### src/sv/rgbhsv_pkg.sv
// Shared types and constants for the RGB to HSV pixel converter.
`timescale 1ns / 1ps

package rgbhsv_pkg;

  localparam int CH_W  = 8;
  localparam int HUE_W = 15;
  localparam int SAT_W = 16;

  // Hue in 1/64 degree
  localparam logic [HUE_W-1:0] HUE_SIXTY      = 15'd3840;
  localparam logic [HUE_W-1:0] HUE_FULL       = 15'd23040;
  localparam logic [HUE_W-1:0] HUE_GREEN_BASE = 15'd7680;
  localparam logic [HUE_W-1:0] HUE_BLUE_BASE  = 15'd15360;
  localparam logic [HUE_W-1:0] HUE_RED_BASE   = 15'd0;

  // Restoring divider: dividend width, stages, quotient bits per stage
  localparam int DIV_NUM_W  = 24;
  localparam int DIV_STAGES = 4;
  localparam int DIV_STEPS  = DIV_NUM_W / DIV_STAGES;

  // Useful quotient widths: hue sector offset <= 3840, saturation <= 65536
  localparam int HUE_Q_W = 12;
  localparam int SAT_Q_W = SAT_W + 1;

  typedef struct packed {
    logic [CH_W-1:0] red_in;
    logic [CH_W-1:0] green_in;
    logic [CH_W-1:0] blue_in;
  } pixel_t;

  typedef struct packed {
    logic [HUE_W-1:0] hue_out;
    logic             hue_undefined;
    logic [SAT_W-1:0] saturation_out;
    logic [CH_W-1:0]  value_out;
  } hsv_t;

  // Per-item side information that rides along with the division
  typedef struct packed {
    logic [HUE_W-1:0] hue_base;
    logic             hue_neg;
    logic             hue_undefined;
    logic             value_zero;
    logic [CH_W-1:0]  value;
  } tag_t;

  typedef struct packed {
    logic [DIV_NUM_W-1:0] hue_num;
    logic [CH_W-1:0]      hue_den;
    logic [DIV_NUM_W-1:0] sat_num;
    logic [CH_W-1:0]      sat_den;
  } div_in_t;

  typedef struct packed {
    logic [DIV_NUM_W-1:0] hue_quo;
    logic [CH_W-1:0]      hue_rem;
    logic [DIV_NUM_W-1:0] sat_quo;
  } div_out_t;

endpackage

### src/sv/rgbhsv_front.sv
// First stage: channel max/min, hue sector, numerators and denominators.
`timescale 1ns / 1ps

module rgbhsv_front (
  input  logic                          clk,
  input  logic                          rst,
  input  logic                          en,
  input  logic                          pixel_valid,
  input  rgbhsv_pkg::pixel_t            pixel,
  input  logic [rgbhsv_pkg::CH_W-1:0]   threshold,
  output logic                          valid,
  output rgbhsv_pkg::div_in_t           div_in,
  output rgbhsv_pkg::tag_t              tag
);
  import rgbhsv_pkg::*;

  logic [CH_W-1:0]  r, g, b;
  logic [CH_W-1:0]  mx, mn, span;
  logic [CH_W-1:0]  op_a, op_b, diff;
  logic [HUE_W-1:0] base;
  logic             neg;
  logic [19:0]      hue_num;
  div_in_t          div_in_next;
  tag_t             tag_next;

  always_comb begin
    r = pixel.red_in;
    g = pixel.green_in;
    b = pixel.blue_in;

    mx = r;
    if (g > mx) mx = g;
    if (b > mx) mx = b;
    mn = r;
    if (g < mn) mn = g;
    if (b < mn) mn = b;
    span = mx - mn;

    // Ties: blue over green over red
    if (mx == b) begin
      base = HUE_BLUE_BASE;
      op_a = r;
      op_b = g;
    end else if (mx == g) begin
      base = HUE_GREEN_BASE;
      op_a = b;
      op_b = r;
    end else if (g >= b) begin
      base = HUE_RED_BASE;
      op_a = g;
      op_b = b;
    end else begin
      // wrap the negative red hue into the top of the circle
      base = HUE_FULL;
      op_a = g;
      op_b = b;
    end
    neg  = op_a < op_b;
    diff = neg ? op_b - op_a : op_a - op_b;

    // 3840 * diff = 4096 * diff - 256 * diff
    hue_num = {diff, 12'd0} - {4'd0, diff, 8'd0};

    div_in_next.hue_num = DIV_NUM_W'(hue_num);
    div_in_next.hue_den = span;
    div_in_next.sat_num = {span, 16'd0};
    div_in_next.sat_den = mx;

    tag_next.hue_base      = base;
    tag_next.hue_neg       = neg;
    tag_next.hue_undefined = (span == '0) || (span < threshold);
    tag_next.value_zero    = (mx == '0);
    tag_next.value         = mx;
  end

  always_ff @(posedge clk) begin
    if (rst) begin
      valid <= 1'b0;
    end else if (en) begin
      valid <= pixel_valid;
    end
  end

  always_ff @(posedge clk) begin
    if (en) begin
      div_in <= div_in_next;
      tag    <= tag_next;
    end
  end

endmodule

### src/sv/rgbhsv_div.sv
// Pipelined restoring divider, two lanes (hue and saturation), tag carried along.
`timescale 1ns / 1ps

module rgbhsv_div (
  input  logic                 clk,
  input  logic                 rst,
  input  logic                 en,
  input  logic                 in_valid,
  input  rgbhsv_pkg::div_in_t  in_data,
  input  rgbhsv_pkg::tag_t     in_tag,
  output logic                 out_valid,
  output rgbhsv_pkg::div_out_t out_data,
  output rgbhsv_pkg::tag_t     out_tag
);
  import rgbhsv_pkg::*;

  logic                 valid [DIV_STAGES+1];
  tag_t                 tag   [DIV_STAGES+1];
  logic [CH_W-1:0]      h_rem [DIV_STAGES+1];
  logic [DIV_NUM_W-1:0] h_nq  [DIV_STAGES+1];
  logic [CH_W-1:0]      h_den [DIV_STAGES+1];
  logic [CH_W-1:0]      s_rem [DIV_STAGES+1];
  logic [DIV_NUM_W-1:0] s_nq  [DIV_STAGES+1];
  logic [CH_W-1:0]      s_den [DIV_STAGES+1];

  assign valid[0] = in_valid;
  assign tag[0]   = in_tag;
  assign h_rem[0] = '0;
  assign h_nq[0]  = in_data.hue_num;
  assign h_den[0] = in_data.hue_den;
  assign s_rem[0] = '0;
  assign s_nq[0]  = in_data.sat_num;
  assign s_den[0] = in_data.sat_den;

  for (genvar s = 0; s < DIV_STAGES; s++) begin : g_stage
    logic [CH_W-1:0]      h_rem_next, s_rem_next;
    logic [DIV_NUM_W-1:0] h_nq_next, s_nq_next;

    // Shift one dividend bit into the remainder per step, quotient bit shifts in below
    always_comb begin
      logic [CH_W:0] ht, st;
      h_rem_next = h_rem[s];
      h_nq_next  = h_nq[s];
      s_rem_next = s_rem[s];
      s_nq_next  = s_nq[s];
      for (int i = 0; i < DIV_STEPS; i++) begin
        ht = {h_rem_next, h_nq_next[DIV_NUM_W-1]};
        if (ht >= {1'b0, h_den[s]}) begin
          h_rem_next = CH_W'(ht - {1'b0, h_den[s]});
          h_nq_next  = {h_nq_next[DIV_NUM_W-2:0], 1'b1};
        end else begin
          h_rem_next = ht[CH_W-1:0];
          h_nq_next  = {h_nq_next[DIV_NUM_W-2:0], 1'b0};
        end
        st = {s_rem_next, s_nq_next[DIV_NUM_W-1]};
        if (st >= {1'b0, s_den[s]}) begin
          s_rem_next = CH_W'(st - {1'b0, s_den[s]});
          s_nq_next  = {s_nq_next[DIV_NUM_W-2:0], 1'b1};
        end else begin
          s_rem_next = st[CH_W-1:0];
          s_nq_next  = {s_nq_next[DIV_NUM_W-2:0], 1'b0};
        end
      end
    end

    always_ff @(posedge clk) begin
      if (rst) begin
        valid[s+1] <= 1'b0;
      end else if (en) begin
        valid[s+1] <= valid[s];
      end
    end

    always_ff @(posedge clk) begin
      if (en) begin
        tag[s+1]   <= tag[s];
        h_rem[s+1] <= h_rem_next;
        h_nq[s+1]  <= h_nq_next;
        h_den[s+1] <= h_den[s];
        s_rem[s+1] <= s_rem_next;
        s_nq[s+1]  <= s_nq_next;
        s_den[s+1] <= s_den[s];
      end
    end
  end

  assign out_valid        = valid[DIV_STAGES];
  assign out_tag          = tag[DIV_STAGES];
  assign out_data.hue_quo = h_nq[DIV_STAGES];
  assign out_data.hue_rem = h_rem[DIV_STAGES];
  assign out_data.sat_quo = s_nq[DIV_STAGES];

endmodule

### src/sv/rgbhsv_back.sv
// Final stage: hue offset and wrap, saturation clamp, output register and skid entry.
`timescale 1ns / 1ps

module rgbhsv_back (
  input  logic                 clk,
  input  logic                 rst,
  input  logic                 in_valid,
  input  rgbhsv_pkg::div_out_t in_data,
  input  rgbhsv_pkg::tag_t     in_tag,
  output logic                 en,
  output logic                 hsv_valid,
  input  logic                 hsv_stall,
  output rgbhsv_pkg::hsv_t     hsv
);
  import rgbhsv_pkg::*;

  logic [HUE_Q_W-1:0] hue_q;
  logic [SAT_Q_W-1:0] sat_q;
  logic               rem_nz;
  hsv_t               result;
  hsv_t               skid_item;
  logic               skid_valid;
  logic               take;

  always_comb begin
    hue_q  = in_data.hue_quo[HUE_Q_W-1:0];
    sat_q  = in_data.sat_quo[SAT_Q_W-1:0];
    rem_nz = in_data.hue_rem != '0;

    if (in_tag.hue_undefined) begin
      result.hue_out = '0;
    end else if (in_tag.hue_neg) begin
      // floor of base minus the exact offset: subtract the ceiling
      result.hue_out = in_tag.hue_base - HUE_W'(hue_q) - HUE_W'(rem_nz);
    end else begin
      result.hue_out = in_tag.hue_base + HUE_W'(hue_q);
    end
    result.hue_undefined = in_tag.hue_undefined;

    if (in_tag.value_zero) begin
      result.saturation_out = '0;
    end else if (sat_q[SAT_Q_W-1]) begin
      result.saturation_out = '1;
    end else begin
      result.saturation_out = sat_q[SAT_W-1:0];
    end
    result.value_out = in_tag.value;
  end

  assign take = hsv_valid && !hsv_stall;
  assign en   = !skid_valid;

  always_ff @(posedge clk) begin
    if (rst) begin
      hsv_valid  <= 1'b0;
      skid_valid <= 1'b0;
    end else if (skid_valid) begin
      if (take) skid_valid <= 1'b0;
    end else if (!hsv_valid || take) begin
      hsv_valid <= in_valid;
    end else if (in_valid) begin
      // output stalled: park the arriving item and freeze the pipeline
      skid_valid <= 1'b1;
    end
  end

  always_ff @(posedge clk) begin
    if (skid_valid) begin
      if (take) hsv <= skid_item;
    end else if (!hsv_valid || take) begin
      hsv <= result;
    end else begin
      skid_item <= result;
    end
  end

`ifndef ASSERT_OFF
  a_skid_behind_out: assert property (@(posedge clk) disable iff (rst)
    skid_valid |-> hsv_valid)
    else $error("skid entry holds an item while the output is empty");
  a_skid_hold: assert property (@(posedge clk) disable iff (rst)
    skid_valid && hsv_stall |=> skid_valid && $stable(skid_item))
    else $error("skid item lost or changed during stall");
  a_hue_range: assert property (@(posedge clk) disable iff (rst)
    hsv_valid |-> hsv.hue_out < HUE_FULL)
    else $error("hue out of range");
  a_undef_zero: assert property (@(posedge clk) disable iff (rst)
    hsv_valid && hsv.hue_undefined |-> hsv.hue_out == '0)
    else $error("undefined hue not zero");
`endif

endmodule

### src/sv/rgb_to_hsv_pixel.sv
// Top level of the RGB to HSV pixel converter.
`timescale 1ns / 1ps

// Converts one 8-bit RGB pixel per clock, while pixel_stall is low, into hue
// (1/64 degree), saturation (Q0.16) and value. Throughput is one item per
// cycle while pixel_stall is low; an item's result is registered in one front
// stage, four stages of the restoring divider at six quotient bits each and one
// output register before it shows on hsv. pixel_stall comes from a register: a
// one-entry skid buffer behind the output absorbs one item when hsv_stall is
// asserted, and the whole pipeline holds while that entry is full.
// The threshold register is written through cfg_data whenever cfg_valid is
// high (cfg_ready is always high); write it only while no items are in flight.
module rgb_to_hsv_pixel (
  input  logic                        clk,
  input  logic                        rst,
  input  logic                        pixel_valid,
  output logic                        pixel_stall,
  input  rgbhsv_pkg::pixel_t          pixel,
  output logic                        hsv_valid,
  input  logic                        hsv_stall,
  output rgbhsv_pkg::hsv_t            hsv,
  input  logic                        cfg_valid,
  output logic                        cfg_ready,
  input  logic [rgbhsv_pkg::CH_W-1:0] cfg_data
);
  import rgbhsv_pkg::*;

  logic            en;
  logic [CH_W-1:0] threshold;
  logic            front_valid;
  div_in_t         front_data;
  tag_t            front_tag;
  logic            div_valid;
  div_out_t        div_data;
  tag_t            div_tag;

  assign cfg_ready   = 1'b1;
  assign pixel_stall = !en;

  always_ff @(posedge clk) begin
    if (rst) begin
      threshold <= '0;
    end else if (cfg_valid && cfg_ready) begin
      threshold <= cfg_data;
    end
  end

  rgbhsv_front u_front (
    .clk         (clk),
    .rst         (rst),
    .en          (en),
    .pixel_valid (pixel_valid),
    .pixel       (pixel),
    .threshold   (threshold),
    .valid       (front_valid),
    .div_in      (front_data),
    .tag         (front_tag)
  );

  rgbhsv_div u_div (
    .clk       (clk),
    .rst       (rst),
    .en        (en),
    .in_valid  (front_valid),
    .in_data   (front_data),
    .in_tag    (front_tag),
    .out_valid (div_valid),
    .out_data  (div_data),
    .out_tag   (div_tag)
  );

  rgbhsv_back u_back (
    .clk       (clk),
    .rst       (rst),
    .in_valid  (div_valid),
    .in_data   (div_data),
    .in_tag    (div_tag),
    .en        (en),
    .hsv_valid (hsv_valid),
    .hsv_stall (hsv_stall),
    .hsv       (hsv)
  );

endmodule
### config.mk
export PLATFORM = sky130hd
export DESIGN_NAME = rgb_to_hsv_pixel
export DESIGN_NICKNAME = d
export VERILOG_FILES = /design/src/sv/rgbhsv_pkg.sv /design/src/sv/rgbhsv_front.sv /design/src/sv/rgbhsv_div.sv /design/src/sv/rgbhsv_back.sv /design/src/sv/rgb_to_hsv_pixel.sv
export SDC_FILE = /design/constraint.sdc
export NUM_CORES = 1
export LEC_CHECK = 0
export ABC_CLOCK_PERIOD_IN_PS = 12750
export BUFFER_PORTS_ARGS = -buffer_cell sky130_fd_sc_hd__buf_2
export CAP_MARGIN = 20
export CORE_ASPECT_RATIO = 0.5
export CORE_MARGIN = 4
export CORE_UTILIZATION = 43
export DETAILED_ROUTE_END_ITERATION = 6
export PLACE_DENSITY_LB_ADDON = 0.25
export SKIP_CTS_REPAIR_TIMING = 1
export SLEW_MARGIN = 10
export SYNTH_ARGS = -nofsm -noshare
export SYNTH_HDL_FRONTEND = slang
export SYNTH_SLANG_ARGS = --single-unit
export TNS_END_PERCENT = 50
### constraint.sdc
create_clock -name clk -period 12.75 [get_ports clk]
set_clock_uncertainty 0.05 [all_clocks]
set_input_delay 2.55 -clock clk [delete_from_list [all_inputs] [get_ports clk]]
set_output_delay 2.55 -clock clk [all_outputs]
set_load 0.1 [all_outputs]
Word level (Yosys, flattened, before mapping)
Index checks and enable logic that the tools add are counted.

operators by class
  bitwise logic cells = 2
  $add $sub $neg = 54
  equality and inequality tests = 3
  $lt $le $gt $ge = 55
  reduce and logical (&&, ||, !) cells = 13
  multiplexer cells = 117

operators with widths
  kind                 count
  $mux 8               56
  $ge 9x8->1           46
  $sub 8x8->8          48
  $mux 40              3
  $mux 1               52
  $mux 15              3
  $lt 8x8->1           4
  $mux 16              2
  $sub 20x16->20       1
  $eq 8x8->1           2
  $gt 8x8->1           2
  $logic_not 8->1      2
  $add 15x12->15       1
  $sub 15x1->15        1
  $sub 15x12->15       1
  $mux 14              1
  $ge 1x8->1           1
  $ge 1x8->1 const A   1
  $ge 8x8->1           1
  $reduce_bool 8->1    1
  $sub 1x8->8          1
  $sub 1x8->8 const A  1
  $reduce_and 2->1     3
  $logic_not 1->1      2
  other kinds (6)      8

word-level totals
  register bits after elaboration = 506

Depth between registers and ports, before layout
  word-level depth = 12
  depth in mapped cells = 68
  gate-level depth less buffers = 63

By module
Synthesis repeated with hierarchy kept, for this count alone.

unflattened totals
  cells, all modules = 4,261
  area, all modules = 42,753.5 µm²

by module, submodules not included
  module            cells an instance  area an instance (µm²)  times used
  rgbhsv_div        3,201              32,733.9                1
  rgbhsv_back       461                4,879.7                 1
  rgbhsv_front      570                4,839.6                 1
  rgb_to_hsv_pixel  29                 300.3                   1

Least setup slack after synthesis
No wires, ideal clock.

  kind = register -> register
  start = register u_div.h_den[17] (netlist bit)
  end = register u_div.h_rem[9] (netlist bit), data pin
  clock period less this slack = 12.345 ns
  path slack = 0.405 ns
  library setup time = 0.261 ns
  stages on the path, launching flop included = 65
  data arrival time = 12.034 ns
  path buffers = 4
  data required time = 12.439 ns
  path through = edfxtp_1 -> inv_1 -> ha_1 -> nor2b_1 -> o31a_1 -> o31a_1 -> a21oi_1 -> buf_1 -> nor2_1 -> a21oi_1 -> inv_1 -> ha_1 -> nor2b_1 -> o21ai_0 -> a21oi_1 -> o211ai_1 -> nand3_1 -> buf_1 -> [29 not listed] -> a21oi_1 -> o21ai_0 -> a221oi_2 -> nand2_1 -> clkbuf_1 -> nand2_1 -> o21ai_0 -> ha_1 -> o21ai_0 -> a21oi_1 -> o21ai_0 -> a21oi_1 -> o21ai_0 -> nand3b_1 -> a21o_1 -> a211oi_1 -> or3_1 -> a21boi_1

between the ends
  cells in the longest elaborated chain, start to end = 12
  elaborated cells between the ends (all ways) = 18
  those cells by class = add/sub (6); order compare (6); mux (6)

RTL lines
  what                                       RTL line                            text
  start: declaration                         rgbhsv_div.sv:21                    logic [CH_W-1:0] h_den [DIV_STAGES+1];
  start signal: indexed assignment           rgbhsv_div.sv:79                    h_den[s+1] <= h_den[s];
  $sub 8x8->8 or $ge 9x8->1 (tied branches)  rgbhsv_div.sv:49, rgbhsv_div.sv:48
  $mux 8                                     rgbhsv_div.sv:48                    if (ht >= {1'b0, h_den[s]}) begin
  $sub 8x8->8 or $ge 9x8->1 (tied branches)  rgbhsv_div.sv:49, rgbhsv_div.sv:48
  $mux 8                                     rgbhsv_div.sv:48
  $sub 8x8->8 or $ge 9x8->1 (tied branches)  rgbhsv_div.sv:49, rgbhsv_div.sv:48
  $mux 8                                     rgbhsv_div.sv:48
  $sub 8x8->8 or $ge 9x8->1 (tied branches)  rgbhsv_div.sv:49, rgbhsv_div.sv:48
  $mux 8                                     rgbhsv_div.sv:48
  $sub 8x8->8 or $ge 9x8->1 (tied branches)  rgbhsv_div.sv:49, rgbhsv_div.sv:48
  $mux 8                                     rgbhsv_div.sv:48
  $ge 9x8->1 or $sub 8x8->8 (tied branches)  rgbhsv_div.sv:48, rgbhsv_div.sv:49
  $mux 8 *                                   rgbhsv_div.sv:48
  net u_div.g_stage[2].h_rem_next[1]         rgbhsv_div.sv:36                    logic [CH_W-1:0] h_rem_next, s_rem_next;
  end signal: indexed assignment             rgbhsv_div.sv:77                    h_rem[s+1] <= h_rem_next;
  end: declaration                           rgbhsv_div.sv:19                    logic [CH_W-1:0] h_rem [DIV_STAGES+1];

The timed path passes the listed nets; every way through them passes the cells marked *.
A chain may end at the register's enable or synchronous reset.

Worst setup path after layout
  start = register u_div.h_den[27] (netlist bit)
  end = register u_div.h_rem[22] (netlist bit), data pin

between the ends
  cells in the longest elaborated chain, start to end = 12
  elaborated cells between the ends (all ways) = 18
  those cells by class = add/sub (6); order compare (6); mux (6)

RTL lines
  what                                       RTL line
  $sub 8x8->8 or $ge 9x8->1 (tied branches)  rgbhsv_div.sv:49, rgbhsv_div.sv:48
  $mux 8                                     rgbhsv_div.sv:48
  $sub 8x8->8 or $ge 9x8->1 (tied branches)  rgbhsv_div.sv:49, rgbhsv_div.sv:48
  $mux 8                                     rgbhsv_div.sv:48
  $sub 8x8->8 or $ge 9x8->1 (tied branches)  rgbhsv_div.sv:49, rgbhsv_div.sv:48
  $mux 8                                     rgbhsv_div.sv:48
  $sub 8x8->8 or $ge 9x8->1 (tied branches)  rgbhsv_div.sv:49, rgbhsv_div.sv:48
  $mux 8                                     rgbhsv_div.sv:48
  $sub 8x8->8 or $ge 9x8->1 (tied branches)  rgbhsv_div.sv:49, rgbhsv_div.sv:48
  $mux 8                                     rgbhsv_div.sv:48
  $ge 9x8->1 or $sub 8x8->8 (tied branches)  rgbhsv_div.sv:48, rgbhsv_div.sv:49
  $mux 8 *                                   rgbhsv_div.sv:48
  net u_div.g_stage[1].h_rem_next[6]         rgbhsv_div.sv:36

Marks and branches as above.

==> results.py <==
metrics = {
    "worst_setup_path": {
        "critical_path.startpoint_type": "flop",
        "worstSetupPathType": "flop to flop",
        "path_buf_inv": 7,
        "cp-end-kind": "flop",
        "worstPathArrival_ns": 12.29,
        "crit_fanout": 12,
        "crit_slowest_cell": "edfxtp_1",
        "worst_path_most_repeated_cell": "a21oi_1",
        "cpPeakStageDelay_ns": 0.44,
        "required_ns": 13.01,
        "crit_family": "compound AO/OA/AOI/OAI gates",
        "r2r_slack_ns": 0.73,
    },
    "placement": {
        "gp_congestion": 0.909,
        "dp_hpwl_um": 72500,
        "portBuffers": 78,
        "place_inst": 4987,
        "pre_cts_ws_ns": -0.196,
    },
    "die": {
        "io_pins": 80,
        "die_w_um": 408,
        "dieArea_um2": 84700,
        "die_y_um": 208,
        "rows": 72,
        "start_util_pct": 43.9,
        "core-area_um2": 78200,
    },
    "global_route": {
        "grt_max_degree": 106,
        "grt.total_usage_pct": 20.9,
        "grt_pass1_vias": 27400,
        "antenna_found_initial": 8,
        "gr-total-overflow": 0,
        "grt_pass1_wl_um": 146000,
    },
    "finish": {
        "instances_no_fill": 5093,
        "nNetsFinal": 4525,
        "register_area_um2": 10100,
        "final_common_cell": "ha_1",
        "drive_gt1_share_pct": 17.3,
        "layout_common_cells": "ha_1 (432), edfxtp_1 (325), nor2_1 (318)",
        "area_growth_syn_to_layout_pct": 14.5,
        "n_fill_cell": 7241,
        "multi_input_comb_area_um2": 23100,
        "fin_util_pct": 50.3,
    },
    "worst_hold_path": {
        "hold_class": "flop to flop",
    },
    "sta": {
        "final-max-slew-violation-count": 0,
        "finalSetupViolCount": 0,
        "worst_slew_pin_slew_ns": 0.999,
        "fmax_mhz": 83.2,
        "setup_slack_ns": 0.728,
        "hold_viol": 0,
        "fin_crit_sh_pct": 94.3,
        "layout_min_cycle_time_ns": 12.02,
        "finalHoldWorstSlack_ns": 0.363,
        "slew_headroom_pct": 33.4,
    },
    "route": {
        "route.detailed.wl_per_inst_um": 18.2,
        "drt-total-wl_um": 92600,
        "drt_first_pass_iters": 7,
        "drcViolationCount": 0,
        "drtIter0Drc": 1886,
        "postRouteAntennaNets": 0,
        "routed-via-count": 28700,
        "vias_per_cell": 5.64,
    },
    "synth": {
        "postSynthAreaPerCell_um2": 9.26,
        "ys_seq_area_share_pct": 29.3,
        "yosys_warnings": 0,
        "synth_top_family_by_area": "compound AO/OA/AOI/OAI gates",
        "synth_edf_count": 325,
        "synth_adder_area_share_pct": 17.5,
        "synthArstFlopShare_pct": 0,
        "yosys.area_share.simple_pct": 15.3,
        "synth_seq_cells": 340,
        "synthMuxAreaShare_pct": 7.95,
        "syn_area_um2": 34300,
        "syn_inst": 3707,
        "synth_compound_area_share_pct": 19.5,
        "synthDistinctLibCells": 110,
        "synth-xor-area-share_pct": 6.23,
        "synth_top_flop_cell": "edfxtp_1",
    },
    "clock_tree": {
        "clock_latency_ns": 0.58,
        "cts.sinks": 340,
        "cts_tree": "built",
        "cts-root-buf": "clkbuf_16",
        "cts_max_level": 2,
        "cts_inserted_buffers": 38,
        "clkTransAtPathRegs_ns": 0.07,
        "cts_buffer_depth": 3,
    },
    "run_status": {
        "status": "complete, no violations",
    },
    "flow_run": {
        "drv_cap": 0,
    },
}
per-stage QoR:
step	area (um2)	setup TNS (ns)
2_1_floorplan	34300	0
3_3_place_gp	37500	-0.0854
3_5_place_dp	37500	-1.03
4_1_cts	38700	-1.64
5_1_grt	39300	-0.514
6_report	39300	0
cell usage after synthesis (19+ instances only):
library cell	count	area share, %
nor2_1	322	3.5
o211ai_1	19	0.42
o21bai_1	37	0.81
clkbuf_1	46	0.50
fa_1	28	1.6
nor2b_1	86	1.6
and3_1	20	0.36
mux2i_1	115	3.4
or2_2	32	0.58
ha_1	436	16
a21boi_0	38	0.83
mux2_2	134	4.4
xor2_1	96	2.4
o21ai_0	203	3.0
edfxtp_1	325	28
xnor2_1	148	3.8
nor3_1	77	1.1
a21o_1	80	1.7
nand3_1	51	0.74
a211oi_1	21	0.46
or3_1	33	0.60
nand4_1	46	0.84
o21a_1	81	1.8
inv_1	289	3.2
o221ai_1	20	0.51
nand2_1	210	2.3
a31oi_1	30	0.55
and2_1	22	0.40
o31a_1	20	0.51
o31ai_1	56	1.2
nand2b_1	60	1.1
a21oi_1	223	3.3
metal layers:
metal  share of wire [%]  up-vias  track usage [%]
met2                  47      592             35.3
li1                    -    14400                -
met5               0.031        -                0
met3                 4.3      138             2.59
met4                 2.4        6             5.75
met1                  47    13600             28.2
registers in the layout (all words and copies together), names as in the netlist:
register / flops
threshold: 8
u_back.hsv: 40
u_back.hsv_valid: 1
u_back.skid_item: 40
u_back.skid_valid: 1
u_div.h_den: 24
u_div.h_nq: 20
u_div.h_rem: 24
u_div.out_data: 37
u_div.out_tag: 16
u_div.out_valid: 1
u_div.s_nq: 16
u_div.s_rem: 24
u_div.tag: 48
u_div.valid: 3
u_front.div_in: 28
u_front.tag: 8
u_front.valid: 1
worst register-to-register path: cells and delay by family, from the launching register on:
kind / cells / cell delay (ns)
adder cells (fa/ha/maj): 6 / 1.98
AO/OA/AOI/OAI: 28 / 4.83
flip-flops: 1 / 0.44
AND/OR/NAND/NOR: 15 / 2.09
buffers and inverters: 7 / 1.30
multiplexers: 3 / 1.04
worst paths after layout:
| kind | from | endpoint | cells past startpoint |
|---|---|---|---|
| worst max-delay path | u_div.h_den[27] | u_div.h_rem[22] | 59 |
| worst min-delay path | u_div.tag[98] | u_div.tag[72] | 0 |
| worst max register to register | u_div.h_den[27] | u_div.h_rem[22] | 59 |
| worst min register to register | u_div.tag[98] | u_div.tag[72] | 0 |
layout make-up:
class | instances | area share [%]
sequential | 340 | 25.6
tap | 1036 | 3.30
multi-input combinational | 2997 | 58.9
clock inverter | 28 | 0.564
clock buffer | 41 | 2.50
timing repair buffer | 350 | 6.22
antenna | 4 | 0.0255
inverter | 297 | 2.89
kinds of logic after synthesis:
group | Yosys count
xor gates and xnor gates | 244
buffers and inverters | 372
and+or+nand+nor | 1045
muxes | 254
other | 2
DFF | 340
adders and majority gates | 464
AOI/OAI and AO/OA | 986
Power is not shown: default switching activity piles up to over one toggle a cycle in this logic, so the estimate is an artifact.
